$ cat config.mk
export PLATFORM = sky130hd
export DESIGN_NAME = multi_axis_slew_limiter
export DESIGN_NICKNAME = d
export VERILOG_FILES = /design/src/rtl/msl_pkg.sv /design/src/rtl/multi_axis_slew_limiter.sv /design/src/rtl/msl_ctrl.sv /design/src/rtl/msl_datapath.sv
export SDC_FILE = /design/constraint.sdc
export NUM_CORES = 2
export LEC_CHECK = 0
export BUFFER_PORTS_ARGS = -buffer_cell sky130_fd_sc_hd__buf_2
export CAP_MARGIN = 40
export CORE_MARGIN = 5
export CORE_UTILIZATION = 55
export DETAILED_ROUTE_END_ITERATION = 7
export PLACE_DENSITY = 0.76
export SETUP_SLACK_MARGIN = 0.05
export SKIP_LAST_GASP = 1
export SYNTH_ARGS = -nofsm -noshare
export SYNTH_HDL_FRONTEND = slang
export SYNTH_SLANG_ARGS = --single-unit
$ cat constraint.sdc
create_clock -name clk -period 19.9 [get_ports clk]
set_clock_uncertainty 0.05 [all_clocks]
set_input_delay 4.975 -clock clk [delete_from_list [all_inputs] [get_ports clk]]
set_output_delay 4.975 -clock clk [all_outputs]
set_load 0.005 [all_outputs]
$ cat src/rtl/msl_pkg.sv
// ----------------------------------------------------------------------------
// msl_pkg
// Shared constants, codes and controller/datapath interface types for the
// multi-axis slew limiter.
// ----------------------------------------------------------------------------
package msl_pkg;

  localparam int STEPPERS = 6;
  localparam int SERVOS   = 18;

  localparam int STP_AW = (STEPPERS > 1) ? $clog2(STEPPERS) : 1;
  localparam int SRV_AW = (SERVOS > 1) ? $clog2(SERVOS) : 1;

  localparam logic [5:0] STEPPERS_N = 6'(STEPPERS);
  localparam logic [5:0] SERVOS_N   = 6'(SERVOS);
  localparam logic [4:0] STEP_LAST  = 5'(STEPPERS - 1);
  localparam logic [4:0] SERVO_LAST = 5'(SERVOS - 1);

  // input op codes
  localparam logic [2:0] OP_TICK      = 3'd0;
  localparam logic [2:0] OP_SET_STEP  = 3'd1;
  localparam logic [2:0] OP_SET_SERVO = 3'd2;
  localparam logic [2:0] OP_HOME      = 3'd3;
  localparam logic [2:0] OP_CLEAR     = 3'd4;
  localparam logic [2:0] OP_QUERY     = 3'd5;

  // result kinds
  localparam logic [1:0] KIND_STEP   = 2'd0;
  localparam logic [1:0] KIND_SERVO  = 2'd1;
  localparam logic [1:0] KIND_STATUS = 2'd2;

  // register indexes
  localparam logic [2:0] REG_STEPPER_RATE = 3'd0;
  localparam logic [2:0] REG_SERVO_RATE   = 3'd1;
  localparam logic [2:0] REG_STEPPER_MAX  = 3'd2;
  localparam logic [2:0] REG_SERVO_MAX    = 3'd3;
  localparam logic [2:0] REG_SERVO_TOL    = 3'd4;
  localparam logic [2:0] REG_HOMING_POS   = 3'd5;

  // reset values
  localparam logic [3:0]  RST_STEPPER_RATE = 4'd2;
  localparam logic [3:0]  RST_SERVO_RATE   = 4'd2;
  localparam logic [10:0] RST_STEPPER_MAX  = 11'd1000;
  localparam logic [10:0] RST_SERVO_MAX    = 11'd1800;
  localparam logic [5:0]  RST_SERVO_TOL    = 6'd5;
  localparam logic [10:0] RST_HOMING_POS   = 11'd0;
  localparam logic [10:0] RST_SERVO_ANGLE  = 11'd900;

  localparam logic [9:0]  MAX_ELAPSED  = 10'd1023;
  localparam logic [11:0] READ_INVALID = 12'hFFF;
  // reciprocal of ten in 16 fractional bits, exact below 16384
  localparam logic [12:0] DIV10_RECIP  = 13'd6554;

  typedef struct packed {
    logic accept;
    logic exec_op;
    logic query_read;
    logic tick_start;
    logic tick_lim;
    logic walk_start;
    logic walk_next;
    logic scan;
    logic move_calc;
    logic load_move;
    logic qscan;
    logic load_status;
  } cmd_t;

  typedef struct packed {
    logic [2:0] op;
    logic       fault;
    logic       walk_done;
    logic       step_end;
    logic       axis_emit;
    logic       out_free;
  } stat_t;

endpackage

$ cat src/rtl/multi_axis_slew_limiter.sv
// ----------------------------------------------------------------------------
// multi_axis_slew_limiter
// Slew-rate limiter for a set of stepper and servo axes.
// ----------------------------------------------------------------------------
// Usage:
//   Input beats (op, now_ms, axis, query_servo, target_value) are taken on
//   in_valid with in_stall low. Result beats (kind, axis_out, step_move,
//   servo_degrees, read_value, faulted, homing_done, last) leave on out_valid
//   and are held while out_stall is high. Every input ends in one status
//   beat with last set; a tick is preceded by one beat per axis that moved.
//   Registers are written on cfg_valid with cfg_ready (always high), by
//   cfg_index and cfg_data; the user must write only while no beat is in
//   flight, as the block does not enforce it.
// Sequence, one beat at a time through a single axis walker: set, home,
// clear and unused ops go straight to the status beat; a query walks over
// the stepper positions first; a tick runs a fault scan pass over all axes,
// then a move pass, one beat per moving axis; a faulted tick skips both;
// a new beat is taken the cycle after the status beat is loaded.
// A stalled receiver holds the output register and freezes the walk at the
// next move. Reset restores register defaults, homes nothing and clears the
// fault; servos start at 90.0 degrees.
// ----------------------------------------------------------------------------
module multi_axis_slew_limiter (
  input  logic               clk,
  input  logic               rst,
  input  logic               in_valid,
  output logic               in_stall,
  input  logic [2:0]         op,
  input  logic [31:0]        now_ms,
  input  logic [4:0]         axis,
  input  logic               query_servo,
  input  logic signed [12:0] target_value,
  output logic               out_valid,
  input  logic               out_stall,
  output logic [1:0]         kind,
  output logic [4:0]         axis_out,
  output logic signed [11:0] step_move,
  output logic [7:0]         servo_degrees,
  output logic signed [11:0] read_value,
  output logic               faulted,
  output logic               homing_done,
  output logic               last,
  input  logic               cfg_valid,
  output logic               cfg_ready,
  input  logic [2:0]         cfg_index,
  input  logic [10:0]        cfg_data
);
  import msl_pkg::*;

  cmd_t  cmd;
  stat_t st;

  assign cfg_ready = 1'b1;

  msl_ctrl u_ctrl (
    .clk      (clk),
    .rst      (rst),
    .in_valid (in_valid),
    .in_stall (in_stall),
    .st       (st),
    .cmd      (cmd)
  );

  msl_datapath u_dp (
    .clk           (clk),
    .rst           (rst),
    .cmd           (cmd),
    .st            (st),
    .cfg_we        (cfg_valid && cfg_ready),
    .cfg_index     (cfg_index),
    .cfg_data      (cfg_data),
    .op            (op),
    .now_ms        (now_ms),
    .axis          (axis),
    .query_servo   (query_servo),
    .target_value  (target_value),
    .out_valid     (out_valid),
    .out_stall     (out_stall),
    .kind          (kind),
    .axis_out      (axis_out),
    .step_move     (step_move),
    .servo_degrees (servo_degrees),
    .read_value    (read_value),
    .faulted       (faulted),
    .homing_done   (homing_done),
    .last          (last)
  );

endmodule

$ cat src/rtl/msl_ctrl.sv
// ----------------------------------------------------------------------------
// msl_ctrl
// Sequencer: decodes each accepted beat, walks the axes for a tick (fault
// scan pass, then move pass) and the steppers for a query, and issues the
// move and status results.
// ----------------------------------------------------------------------------
module msl_ctrl (
  input  logic          clk,
  input  logic          rst,
  input  logic          in_valid,
  output logic          in_stall,
  input  msl_pkg::stat_t st,
  output msl_pkg::cmd_t  cmd
);
  import msl_pkg::*;

  localparam logic [3:0] S_IDLE   = 4'd0;
  localparam logic [3:0] S_EXEC   = 4'd1;
  localparam logic [3:0] S_TLIM   = 4'd2;
  localparam logic [3:0] S_SCAN   = 4'd3;
  localparam logic [3:0] S_MCALC  = 4'd4;
  localparam logic [3:0] S_MEMIT  = 4'd5;
  localparam logic [3:0] S_QSCAN  = 4'd6;
  localparam logic [3:0] S_STATUS = 4'd7;

  logic [3:0] state;
  logic [3:0] state_next;

  always_ff @(posedge clk) begin
    if (rst) begin
      state <= S_IDLE;
    end else begin
      state <= state_next;
    end
  end

  assign in_stall = (state != S_IDLE);

  always_comb begin
    cmd        = '0;
    state_next = state;
    case (state)
      S_IDLE: begin
        if (in_valid) begin
          cmd.accept = 1'b1;
          state_next = S_EXEC;
        end
      end
      S_EXEC: begin
        case (st.op)
          OP_TICK: begin
            if (st.fault) begin
              state_next = S_STATUS;
            end else begin
              cmd.tick_start = 1'b1;
              state_next     = S_TLIM;
            end
          end
          OP_QUERY: begin
            cmd.query_read = 1'b1;
            cmd.walk_start = 1'b1;
            state_next     = S_QSCAN;
          end
          default: begin
            cmd.exec_op = 1'b1;
            state_next  = S_STATUS;
          end
        endcase
      end
      S_TLIM: begin
        cmd.tick_lim   = 1'b1;
        cmd.walk_start = 1'b1;
        state_next     = S_SCAN;
      end
      S_SCAN: begin
        cmd.scan = 1'b1;
        if (st.walk_done) begin
          cmd.walk_start = 1'b1;
          state_next     = S_MCALC;
        end else begin
          cmd.walk_next = 1'b1;
        end
      end
      S_MCALC: begin
        cmd.move_calc = 1'b1;
        if (st.axis_emit) begin
          state_next = S_MEMIT;
        end else if (st.walk_done) begin
          state_next = S_STATUS;
        end else begin
          cmd.walk_next = 1'b1;
        end
      end
      S_MEMIT: begin
        if (st.out_free) begin
          cmd.load_move = 1'b1;
          if (st.walk_done) begin
            state_next = S_STATUS;
          end else begin
            cmd.walk_next = 1'b1;
            state_next    = S_MCALC;
          end
        end
      end
      S_QSCAN: begin
        cmd.qscan = 1'b1;
        if (st.step_end) begin
          state_next = S_STATUS;
        end else begin
          cmd.walk_next = 1'b1;
        end
      end
      S_STATUS: begin
        if (st.out_free) begin
          cmd.load_status = 1'b1;
          state_next      = S_IDLE;
        end
      end
      default: begin
        state_next = S_IDLE;
      end
    endcase
  end

endmodule

$ cat src/rtl/msl_datapath.sv
// ----------------------------------------------------------------------------
// msl_datapath
// Registers, axis state, per-axis slew step, tick timing and the output
// register of the slew limiter.
// ----------------------------------------------------------------------------
module msl_datapath (
  input  logic                clk,
  input  logic                rst,
  input  msl_pkg::cmd_t       cmd,
  output msl_pkg::stat_t      st,
  input  logic                cfg_we,
  input  logic [2:0]          cfg_index,
  input  logic [10:0]         cfg_data,
  input  logic [2:0]          op,
  input  logic [31:0]         now_ms,
  input  logic [4:0]          axis,
  input  logic                query_servo,
  input  logic signed [12:0]  target_value,
  output logic                out_valid,
  input  logic                out_stall,
  output logic [1:0]          kind,
  output logic [4:0]          axis_out,
  output logic signed [11:0]  step_move,
  output logic [7:0]          servo_degrees,
  output logic signed [11:0]  read_value,
  output logic                faulted,
  output logic                homing_done,
  output logic                last
);
  import msl_pkg::*;

  // configuration
  logic [3:0]  stepper_rate;
  logic [3:0]  servo_rate;
  logic [10:0] stepper_max_position;
  logic [10:0] servo_max_angle;
  logic [5:0]  servo_tolerance;
  logic [10:0] homing_position;

  // axis state
  logic [10:0] stepper_position [STEPPERS];
  logic [10:0] stepper_goal     [STEPPERS];
  logic [10:0] servo_angle      [SERVOS];
  logic [10:0] servo_goal       [SERVOS];
  logic [31:0] prev_time;
  logic        fault_flag;
  logic        homing_flag;

  // current beat
  logic [2:0]  item_op;
  logic [31:0] item_now;
  logic [4:0]  item_axis;
  logic        item_qs;
  logic [12:0] item_target;

  // walk and tick
  logic [4:0]  idx;
  logic        phase;
  logic [9:0]  elapsed;
  logic [13:0] step_lim;
  logic [13:0] servo_lim;
  logic        hd_acc;
  logic [11:0] rv;

  // pending move
  logic [10:0] res_new;
  logic [11:0] res_d;
  logic [1:0]  res_kind;
  logic [4:0]  res_axis;

  // combinational
  logic        stp_ok, srv_ok, item_stp_ok, item_srv_ok;
  logic [10:0] stp_pos_rd, stp_goal_rd, srv_ang_rd, srv_goal_rd;
  logic [10:0] cur, goal, maxv;
  logic [13:0] lim;
  logic [11:0] diff, ad_full, dclamp;
  logic [10:0] ad;
  logic        neg, clip, over, skip, axis_fault, axis_emit;
  logic [12:0] newv;
  logic [31:0] tdiff;
  logic [9:0]  elapsed_next;
  logic        bad_step, bad_servo;
  logic [23:0] deg_prod;
  logic        out_free;

  assign stp_ok      = ({1'b0, idx} < STEPPERS_N);
  assign srv_ok      = ({1'b0, idx} < SERVOS_N);
  assign item_stp_ok = ({1'b0, item_axis} < STEPPERS_N);
  assign item_srv_ok = ({1'b0, item_axis} < SERVOS_N);

  assign stp_pos_rd  = stp_ok ? stepper_position[idx[STP_AW-1:0]] : '0;
  assign stp_goal_rd = stp_ok ? stepper_goal[idx[STP_AW-1:0]] : '0;
  assign srv_ang_rd  = srv_ok ? servo_angle[idx[SRV_AW-1:0]] : '0;
  assign srv_goal_rd = srv_ok ? servo_goal[idx[SRV_AW-1:0]] : '0;

  // one slew step for the axis under idx
  assign cur     = phase ? srv_ang_rd : stp_pos_rd;
  assign goal    = phase ? srv_goal_rd : stp_goal_rd;
  assign lim     = phase ? servo_lim : step_lim;
  assign maxv    = phase ? servo_max_angle : stepper_max_position;
  assign diff    = {1'b0, goal} - {1'b0, cur};
  assign neg     = diff[11];
  assign ad_full = neg ? (12'd0 - diff) : diff;
  assign ad      = ad_full[10:0];
  assign clip    = ({3'b000, ad} > lim);
  assign dclamp  = clip ? (neg ? (12'd0 - {1'b0, lim[10:0]}) : {1'b0, lim[10:0]}) : diff;
  assign newv    = {2'b00, cur} + {dclamp[11], dclamp};
  assign over    = (newv[10:0] > maxv);
  assign skip    = phase ? (ad < {5'd0, servo_tolerance}) : (diff == 12'd0);
  assign axis_fault = !skip && over;
  assign axis_emit  = !skip && !over;

  assign tdiff        = item_now - prev_time;
  assign elapsed_next = (|tdiff[31:10]) ? MAX_ELAPSED : tdiff[9:0];

  assign bad_step  = item_target[12] || item_target[11] ||
                     (item_target[10:0] > stepper_max_position);
  assign bad_servo = item_target[12] || item_target[11] ||
                     (item_target[10:0] > servo_max_angle);

  assign deg_prod = {13'd0, res_new} * {11'd0, DIV10_RECIP};
  assign out_free = !out_valid || !out_stall;

  assign st.op        = item_op;
  assign st.fault     = fault_flag;
  assign st.walk_done = phase && (idx == SERVO_LAST);
  assign st.step_end  = !phase && (idx == STEP_LAST);
  assign st.axis_emit = axis_emit;
  assign st.out_free  = out_free;

  always_ff @(posedge clk) begin
    if (rst) begin
      stepper_rate         <= RST_STEPPER_RATE;
      servo_rate           <= RST_SERVO_RATE;
      stepper_max_position <= RST_STEPPER_MAX;
      servo_max_angle      <= RST_SERVO_MAX;
      servo_tolerance      <= RST_SERVO_TOL;
      homing_position      <= RST_HOMING_POS;
      for (int i = 0; i < STEPPERS; i++) begin
        stepper_position[i] <= '0;
        stepper_goal[i]     <= '0;
      end
      for (int i = 0; i < SERVOS; i++) begin
        servo_angle[i] <= RST_SERVO_ANGLE;
        servo_goal[i]  <= RST_SERVO_ANGLE;
      end
      prev_time   <= '0;
      fault_flag  <= 1'b0;
      homing_flag <= 1'b0;
      out_valid   <= 1'b0;
      idx         <= '0;
      phase       <= 1'b0;
      hd_acc      <= 1'b0;
    end else begin
      if (cfg_we) begin
        case (cfg_index)
          REG_STEPPER_RATE: stepper_rate         <= cfg_data[3:0];
          REG_SERVO_RATE:   servo_rate           <= cfg_data[3:0];
          REG_STEPPER_MAX:  stepper_max_position <= cfg_data;
          REG_SERVO_MAX:    servo_max_angle      <= cfg_data;
          REG_SERVO_TOL:    servo_tolerance      <= cfg_data[5:0];
          REG_HOMING_POS:   homing_position      <= cfg_data;
          default: ;
        endcase
      end

      if (cmd.accept) begin
        idx    <= axis;
        phase  <= 1'b0;
        hd_acc <= 1'b0;
      end
      if (cmd.walk_start) begin
        idx   <= '0;
        phase <= 1'b0;
      end
      if (cmd.walk_next) begin
        if (!phase && (idx == STEP_LAST)) begin
          phase <= 1'b1;
          idx   <= '0;
        end else begin
          idx <= idx + 5'd1;
        end
      end

      if (cmd.tick_start) begin
        prev_time <= item_now;
      end
      if (cmd.scan && axis_fault) begin
        fault_flag <= 1'b1;
      end
      if (cmd.move_calc && axis_emit) begin
        if (phase) begin
          servo_angle[idx[SRV_AW-1:0]] <= newv[10:0];
        end else begin
          stepper_position[idx[STP_AW-1:0]] <= newv[10:0];
        end
      end

      if (cmd.exec_op) begin
        case (item_op)
          OP_SET_STEP: begin
            if (item_stp_ok) begin
              if (bad_step) begin
                fault_flag <= 1'b1;
              end else begin
                stepper_goal[item_axis[STP_AW-1:0]] <= item_target[10:0];
              end
            end
          end
          OP_SET_SERVO: begin
            if (item_srv_ok) begin
              if (bad_servo) begin
                fault_flag <= 1'b1;
              end else begin
                servo_goal[item_axis[SRV_AW-1:0]] <= item_target[10:0];
              end
            end
          end
          OP_HOME: begin
            fault_flag  <= 1'b0;
            homing_flag <= 1'b1;
            for (int i = 0; i < STEPPERS; i++) begin
              stepper_goal[i] <= homing_position;
            end
          end
          OP_CLEAR: begin
            fault_flag <= 1'b0;
          end
          default: ;
        endcase
      end

      if (cmd.query_read) begin
        hd_acc <= homing_flag && !fault_flag;
      end
      if (cmd.qscan && (stp_pos_rd != homing_position)) begin
        hd_acc <= 1'b0;
      end
      if (cmd.load_status && hd_acc) begin
        homing_flag <= 1'b0;
      end

      if (cmd.load_move || cmd.load_status) begin
        out_valid <= 1'b1;
      end else if (!out_stall) begin
        out_valid <= 1'b0;
      end
    end
  end

  always_ff @(posedge clk) begin
    if (cmd.accept) begin
      item_op     <= op;
      item_now    <= now_ms;
      item_axis   <= axis;
      item_qs     <= query_servo;
      item_target <= target_value;
      rv          <= '0;
    end
    if (cmd.tick_start) begin
      elapsed <= elapsed_next;
    end
    if (cmd.tick_lim) begin
      step_lim  <= 14'(elapsed) * 14'(stepper_rate);
      servo_lim <= 14'(elapsed) * 14'(servo_rate);
    end
    if (cmd.query_read) begin
      if (item_qs) begin
        rv <= srv_ok ? {1'b0, srv_ang_rd} : READ_INVALID;
      end else begin
        rv <= stp_ok ? {1'b0, stp_pos_rd} : READ_INVALID;
      end
    end
    if (cmd.move_calc) begin
      res_new  <= newv[10:0];
      res_d    <= dclamp;
      res_kind <= phase ? KIND_SERVO : KIND_STEP;
      res_axis <= idx;
    end
    if (cmd.load_move) begin
      kind          <= res_kind;
      axis_out      <= res_axis;
      step_move     <= (res_kind == KIND_STEP) ? res_d : '0;
      servo_degrees <= (res_kind == KIND_SERVO) ? deg_prod[23:16] : '0;
      read_value    <= '0;
      faulted       <= fault_flag;
      homing_done   <= 1'b0;
      last          <= 1'b0;
    end
    if (cmd.load_status) begin
      kind          <= KIND_STATUS;
      axis_out      <= '0;
      step_move     <= '0;
      servo_degrees <= '0;
      read_value    <= rv;
      faulted       <= fault_flag;
      homing_done   <= hd_acc;
      last          <= 1'b1;
    end
  end

endmodule

### Yosys cells after proc, flatten, opt, wreduce, memory -nomap -nowiden

Memory sizes are Yosys's and may differ from the RTL's. A register that Yosys moved wholly into a read port is not among the register bits.
Cells that the tools add are included.

| cells by class | value |
|---|---|
| reductions and logical operators | 46 |
| equal/unequal tests | 28 |
| bitwise operators | 6 |
| $mul | 3 |
| mux-type cells | 129 |
| add/sub/neg operators | 6 |
| $lt $le $gt $ge | 9 |

Operators by type and width:

| cell | count |
|---|---|
| 11-bit 2-to-1 mux | 18 |
| 12-bit 2-to-1 mux | 10 |
| 1-bit 2-to-1 mux | 68 |
| 5-bit 2-to-1 mux | 10 |
| 11-bit OR reduction | 4 |
| 11-bit > comparator | 3 |
| 4-bit one-hot mux with 8 select lines | 1 |
| 32-bit subtractor | 1 |
| 10-bit by 4-bit multiplier with 14-bit output | 2 |
| 4-bit 2-to-1 mux | 7 |
| 3-bit 2-to-1 mux | 8 |
| 11-bit by 12-bit multiplier with 23-bit output, second input constant | 1 |
| 22-bit OR reduction | 1 |
| 4-bit by 3-bit == test with 1-bit output, second input constant | 4 |
| 11-bit by 14-bit > comparator with 1-bit output | 1 |
| 14-bit 2-to-1 mux | 1 |
| 2-bit AND reduction | 7 |
| 3-bit by 2-bit == test with 1-bit output, second input constant | 4 |
| 3-bit == test, second input constant | 4 |
| 12-bit logical NOT | 1 |
| 1-bit by 11-bit subtractor with 12-bit output, first input constant | 1 |
| 11-bit by 11-bit subtractor with 12-bit output | 1 |
| 11-bit adder | 1 |
| 11-bit by 6-bit < comparator with 1-bit output | 1 |
| 31 further kinds | 67 |

| word-level totals | value |
|---|---|
| output and inout bits | 45 |
| register bits after elaboration | 269 |
| input bits | 73 |
| memory bits (writable) | 528 |
| memories kept | 4 |
| word-level logic and storage cells | 266 |

Memories:

| name | words | bits a word | read ports | clocked after memory_dff | wr ports | RTL line | RTL |
|---|---|---|---|---|---|---|---|
| u_dp.servo_angle | 18 | 11 | 1 | 1 | 18 | msl_datapath.sv:43 | `logic [10:0] servo_angle [SERVOS];` |
| u_dp.servo_goal | 18 | 11 | 1 | 1 | 18 | msl_datapath.sv:44 | `logic [10:0] servo_goal [SERVOS];` |
| u_dp.stepper_goal | 6 | 11 | 1 | 1 | 6 | msl_datapath.sv:42 | `logic [10:0] stepper_goal [STEPPERS];` |
| u_dp.stepper_position | 6 | 11 | 1 | 1 | 6 | msl_datapath.sv:41 | `logic [10:0] stepper_position [STEPPERS];` |

### Longest topological paths before layout

| logic depth | value |
|---|---|
| depth after elaboration | 18 |
| mapped depth | 53 |
| mapped depth without buffers | 43 |

### Cells and area by module

From an unflattened synthesis, not the netlist that was laid out.

| second synthesis, totals | value |
|---|---|
| cell total of the unflattened synthesis | 4231 |
| area total of the unflattened synthesis | 57398.8 um^2 |

Modules (own cells, without submodules):

| module | instances | seq. area each (um^2) | cells an instance | area each (um^2) |
|---|---|---|---|---|
| msl_datapath | 1 | 33261.9 | 4174 | 57000.9 |
| msl_ctrl | 1 | 60.1 | 55 | 386.6 |
| multi_axis_slew_limiter | 1 | 0.0 | 2 | 11.3 |

### Worst setup path after synthesis

Ideal clock, no wire load.

| path | value |
|---|---|
| path kind | register -> register |
| start point | register (tool-made name) |
| end point | memory u_dp.servo_angle[18][0], enable pin |
| cell stages (with the launch flop) | 50 |
| buffers on the path | 12 |
| data required time | 19442 ps |
| setup slack | 7101 ps |
| arrival time | 12341 ps |
| setup time | 408 ps |
| clock period less this slack | 12799 ps |
| cells stage by stage | dfxtp_1 -> buf_2 -> buf_2 -> buf_4 -> buf_2 -> buf_2 -> buf_2 -> mux4_2 -> mux4_2 -> mux2i_1 -> o22ai_1 -> ha_1 -> nor2_1 -> a211oi_2 -> o21ai_0 -> o21ai_2 -> clkbuf_1 -> mux2_2 -> [14 not listed] -> nor2_1 -> o21ai_0 -> o41ai_1 -> o21ai_0 -> xnor2_1 -> xnor2_2 -> buf_2 -> inv_1 -> ha_1 -> a21o_1 -> a211o_1 -> o21ai_0 -> o31ai_2 -> nor4_2 -> nand2_1 -> buf_2 -> buf_2 -> nor4_1 |

RTL lines:

| item | RTL line |
|---|---|
| to (decl) | msl_datapath.sv:43 |

==> out/qor.txt <==
mean number of vias per cell - 6.31
peak clock frequency supported by timing - 70.2 MHz
final routed wire length divided by cell count - 25.3 microns
unrepaired setup endpoints after global routing - no
Yosys top cell area share - 54.4%
die extent in x - 331 microns
post-synthesis sequential area ratio - 58.8%
Rel. slew slack - 34.9%
CTS hold repair buffers - 0
initial DRC count - 4921
number of antenna violations at the first check in global routing - 6
post-synthesis cell type with the largest combined area - edfxtp_1
flip-flop cell with the highest count after synthesis - edfxtp_1
launching element type of the critical path - flip-flop
DRC violations left - 0
Worst Hold Slack - 0.395 ns
count of nets left with antenna violations after detail routing - 0
vias after detailed routing - 37100
cell with the largest stage delay on the worst path - dfxtp_4
overflow left after global routing - 0
class of the most critical hold timing path - flip-flop to flip-flop
final count of pins violating max slew - 0
GRT met1 Usage - 36.9%
average size of a mapped cell - 13.6 sq um
arrival time at the worst endpoint - 14.53 ns
Final Hold Fails - 0
area growth from synthesis to layout - 11.4%
global-route met3 utilization - 6.91%
PostCTS Resize Cnt - 0
H-tree depth - 3
pin count of the biggest net entering global routing - 111
Total GRT Usage - 27.3%
count of flip-flops with a built-in enable after synthesis - 1027
combined area of all synthesized cells - 56700 sq um
required time of the worst setup path - 20.18 ns
Async S/R FF share, synth - 0%
most area-consuming cells after synthesis - edfxtp_1 54%, mux4_2 10%, ha_1 4.6%
Post-Route Utilization - 61.9%
net count reported at finish - 4754
Max Cap Viol - 0
number of synthesis warnings - 0
total of buffers placed on input and output ports - 116
clk_lat worst skew - 0.73 ns
number of clock buffers inserted by TritonCTS - 113
critical path type - flip-flop to flip-flop
fraction of layout cells with a size suffix above 1 - 16.0%
Clock Tree Buf Depth - 3
Clock Tree Root - clkbuf_16
delay of the slowest cell on the worst path - 0.87 ns
wire length of the first global-routing pass - 225 mm
final HPWL from detailed placement - 100 mm
Core ar. - 102000 sq um
TritonCTS clock tree - yes
die extent in y - 331 microns
synthesized instance count - 4185
post-synthesis cell type count - 94
number of primary I/O pins - 118
part of the cycle the worst path needs - 71.6%
Die Area - 110000 sq um
number of buffers inserted to repair setup after CTS - 0
Critical Path Sink Type - flip-flop
GR Util met2 - 42.8%
Slew @ Worst Pin - 0.976 ns
number of sinks driven by the clock tree - 1151
Final Non-Filler Cells - 5878
global placer's final weighted congestion - 0.966
CP dominant cell by count - ha_1
result of the run - finished, final reports clean
setup violators final - 0
busiest grt layer - met2
FP Rows - 117
#FFs+latches synth - 1151
vias in the first global route - 36800
Reg clk slew, reported paths - 0.06 ns
total wire length - 149 mm
post-layout min period - 14.25 ns
number of iterations in the first detailed-routing pass - 8
initial cell density of the core - 55.6%
Inst Count DP - 5660
maximum fanout along the worst path - 92
setup tns final - 0 ns
## synth_stat cells, types with 86 or more instances
master,instances
edfxtp_1,1027
nand2_1,368
nor2_1,330
mux4_2,264
inv_1,231
ha_1,207
clkbuf_1,186
a21oi_1,149
nor3_1,125
dfxtp_1,124
o21ai_0,96
a22o_1,86
## layer usage
layer  wire length (microns)  part of all wire [%]  vias to the layer above
met1                   55500                    37                    18300
li1                        -                     -                    16100
met3                   18000                    12                      414
met2                   68600                    46                     2320
met5                      11                0.0074                        -
met4                    6720                   4.5                        2
## registers in the layout, indices dropped and copies added, names as in the netlist, 13 cells and up, named ones only
| signal | flops |
|---|---|
| u_dp.stepper_goal | 88 |
| u_dp.stepper_position | 88 |
| u_dp.servo_lim | 14 |
| u_dp.servo_angle | 352 |
| u_dp.servo_goal | 352 |
| u_dp.item_now | 32 |
| u_dp.prev_time | 32 |
| u_dp.item_target | 13 |
| u_dp.step_lim | 14 |
## critical path: cells and delay by family, from the launching register on
kind            cells  cell delay (ns)
compound gates     14             3.09
fa+ha+maj           7             2.31
mux                 3             1.46
simple gates       10             2.81
buf+inv             8             2.43
xor+xnor            3             0.63
flops               1             0.87
## kinds of logic after synthesis
kind of cell	after synthesis	synth area share (%)
flops	1151	58.8
other cells	2	0.0132
xor+xnor	86	1.34
fa+ha+maj	273	6.90
mux	358	12.2
simple gates	1247	10.5
compound gates	551	6.66
buf+inv	517	3.62
## layout make-up
cell class	instances	area, sq um
Antenna cell	3	7.51
Clock buffer	157	3120
Clock inverter	57	500
Fill cell	7443	38800
Inverter	234	878
Multi-Input combinational cell	2692	22100
Sequential cell	1151	33300
Tap cell	1368	1710
Timing Repair Buffer	216	1520
## worst paths after layout
| kind | from | cells past startpoint | end | slack, ns |
|---|---|---|---|---|
| setup / recovery | flip-flop | 45 | u_dp.servo_angle[6][1]$_SDFFCE_PN0P_ | 5.65 |
| hold / removal | u_dp.axis_out[3]$_SDFFE_PP0P_ | 2 | u_dp.axis_out[3]$_SDFFE_PP0P_ | 0.40 |
| setup reg to reg | flip-flop | 45 | u_dp.servo_angle[6][1]$_SDFFCE_PN0P_ | 5.65 |
| hold reg to reg | u_dp.axis_out[3]$_SDFFE_PP0P_ | 2 | u_dp.axis_out[3]$_SDFFE_PP0P_ | 0.40 |
## stage by stage
stage | area [sq um] | setup WS [ns]
final | 63200 | 5.65
after global routing | 63200 | 4.80
after CTS | 63200 | 5.94
after detailed placement | 59600 | 5.98
after global placement | 59300 | 5.93
after floorplan | 57400 | 7.10
## placed cells by master (no fill, tap or decap), drive strengths merged, types with 26 or more instances in the layout
master and count:
nor4 51, and2 57, and3 32, clkbuf 157, clkinv 45, xnor2 58, conb 177, o21ai 98
buf 215, mux4 264, ha 207, nor2 330, or3 65, nand4 48, nand2b 28, inv 237
xor2 28, mux2i 80, nor3 128, nand3 59, a21oi 151, a21o 26, nand2 368, dfxtp 124
fa 66, edfxtp 1027, a22o 86
Power is left out: the tool's default activity adds up to more than one toggle a clock period on the data nets, which glitch-free logic cannot reach.
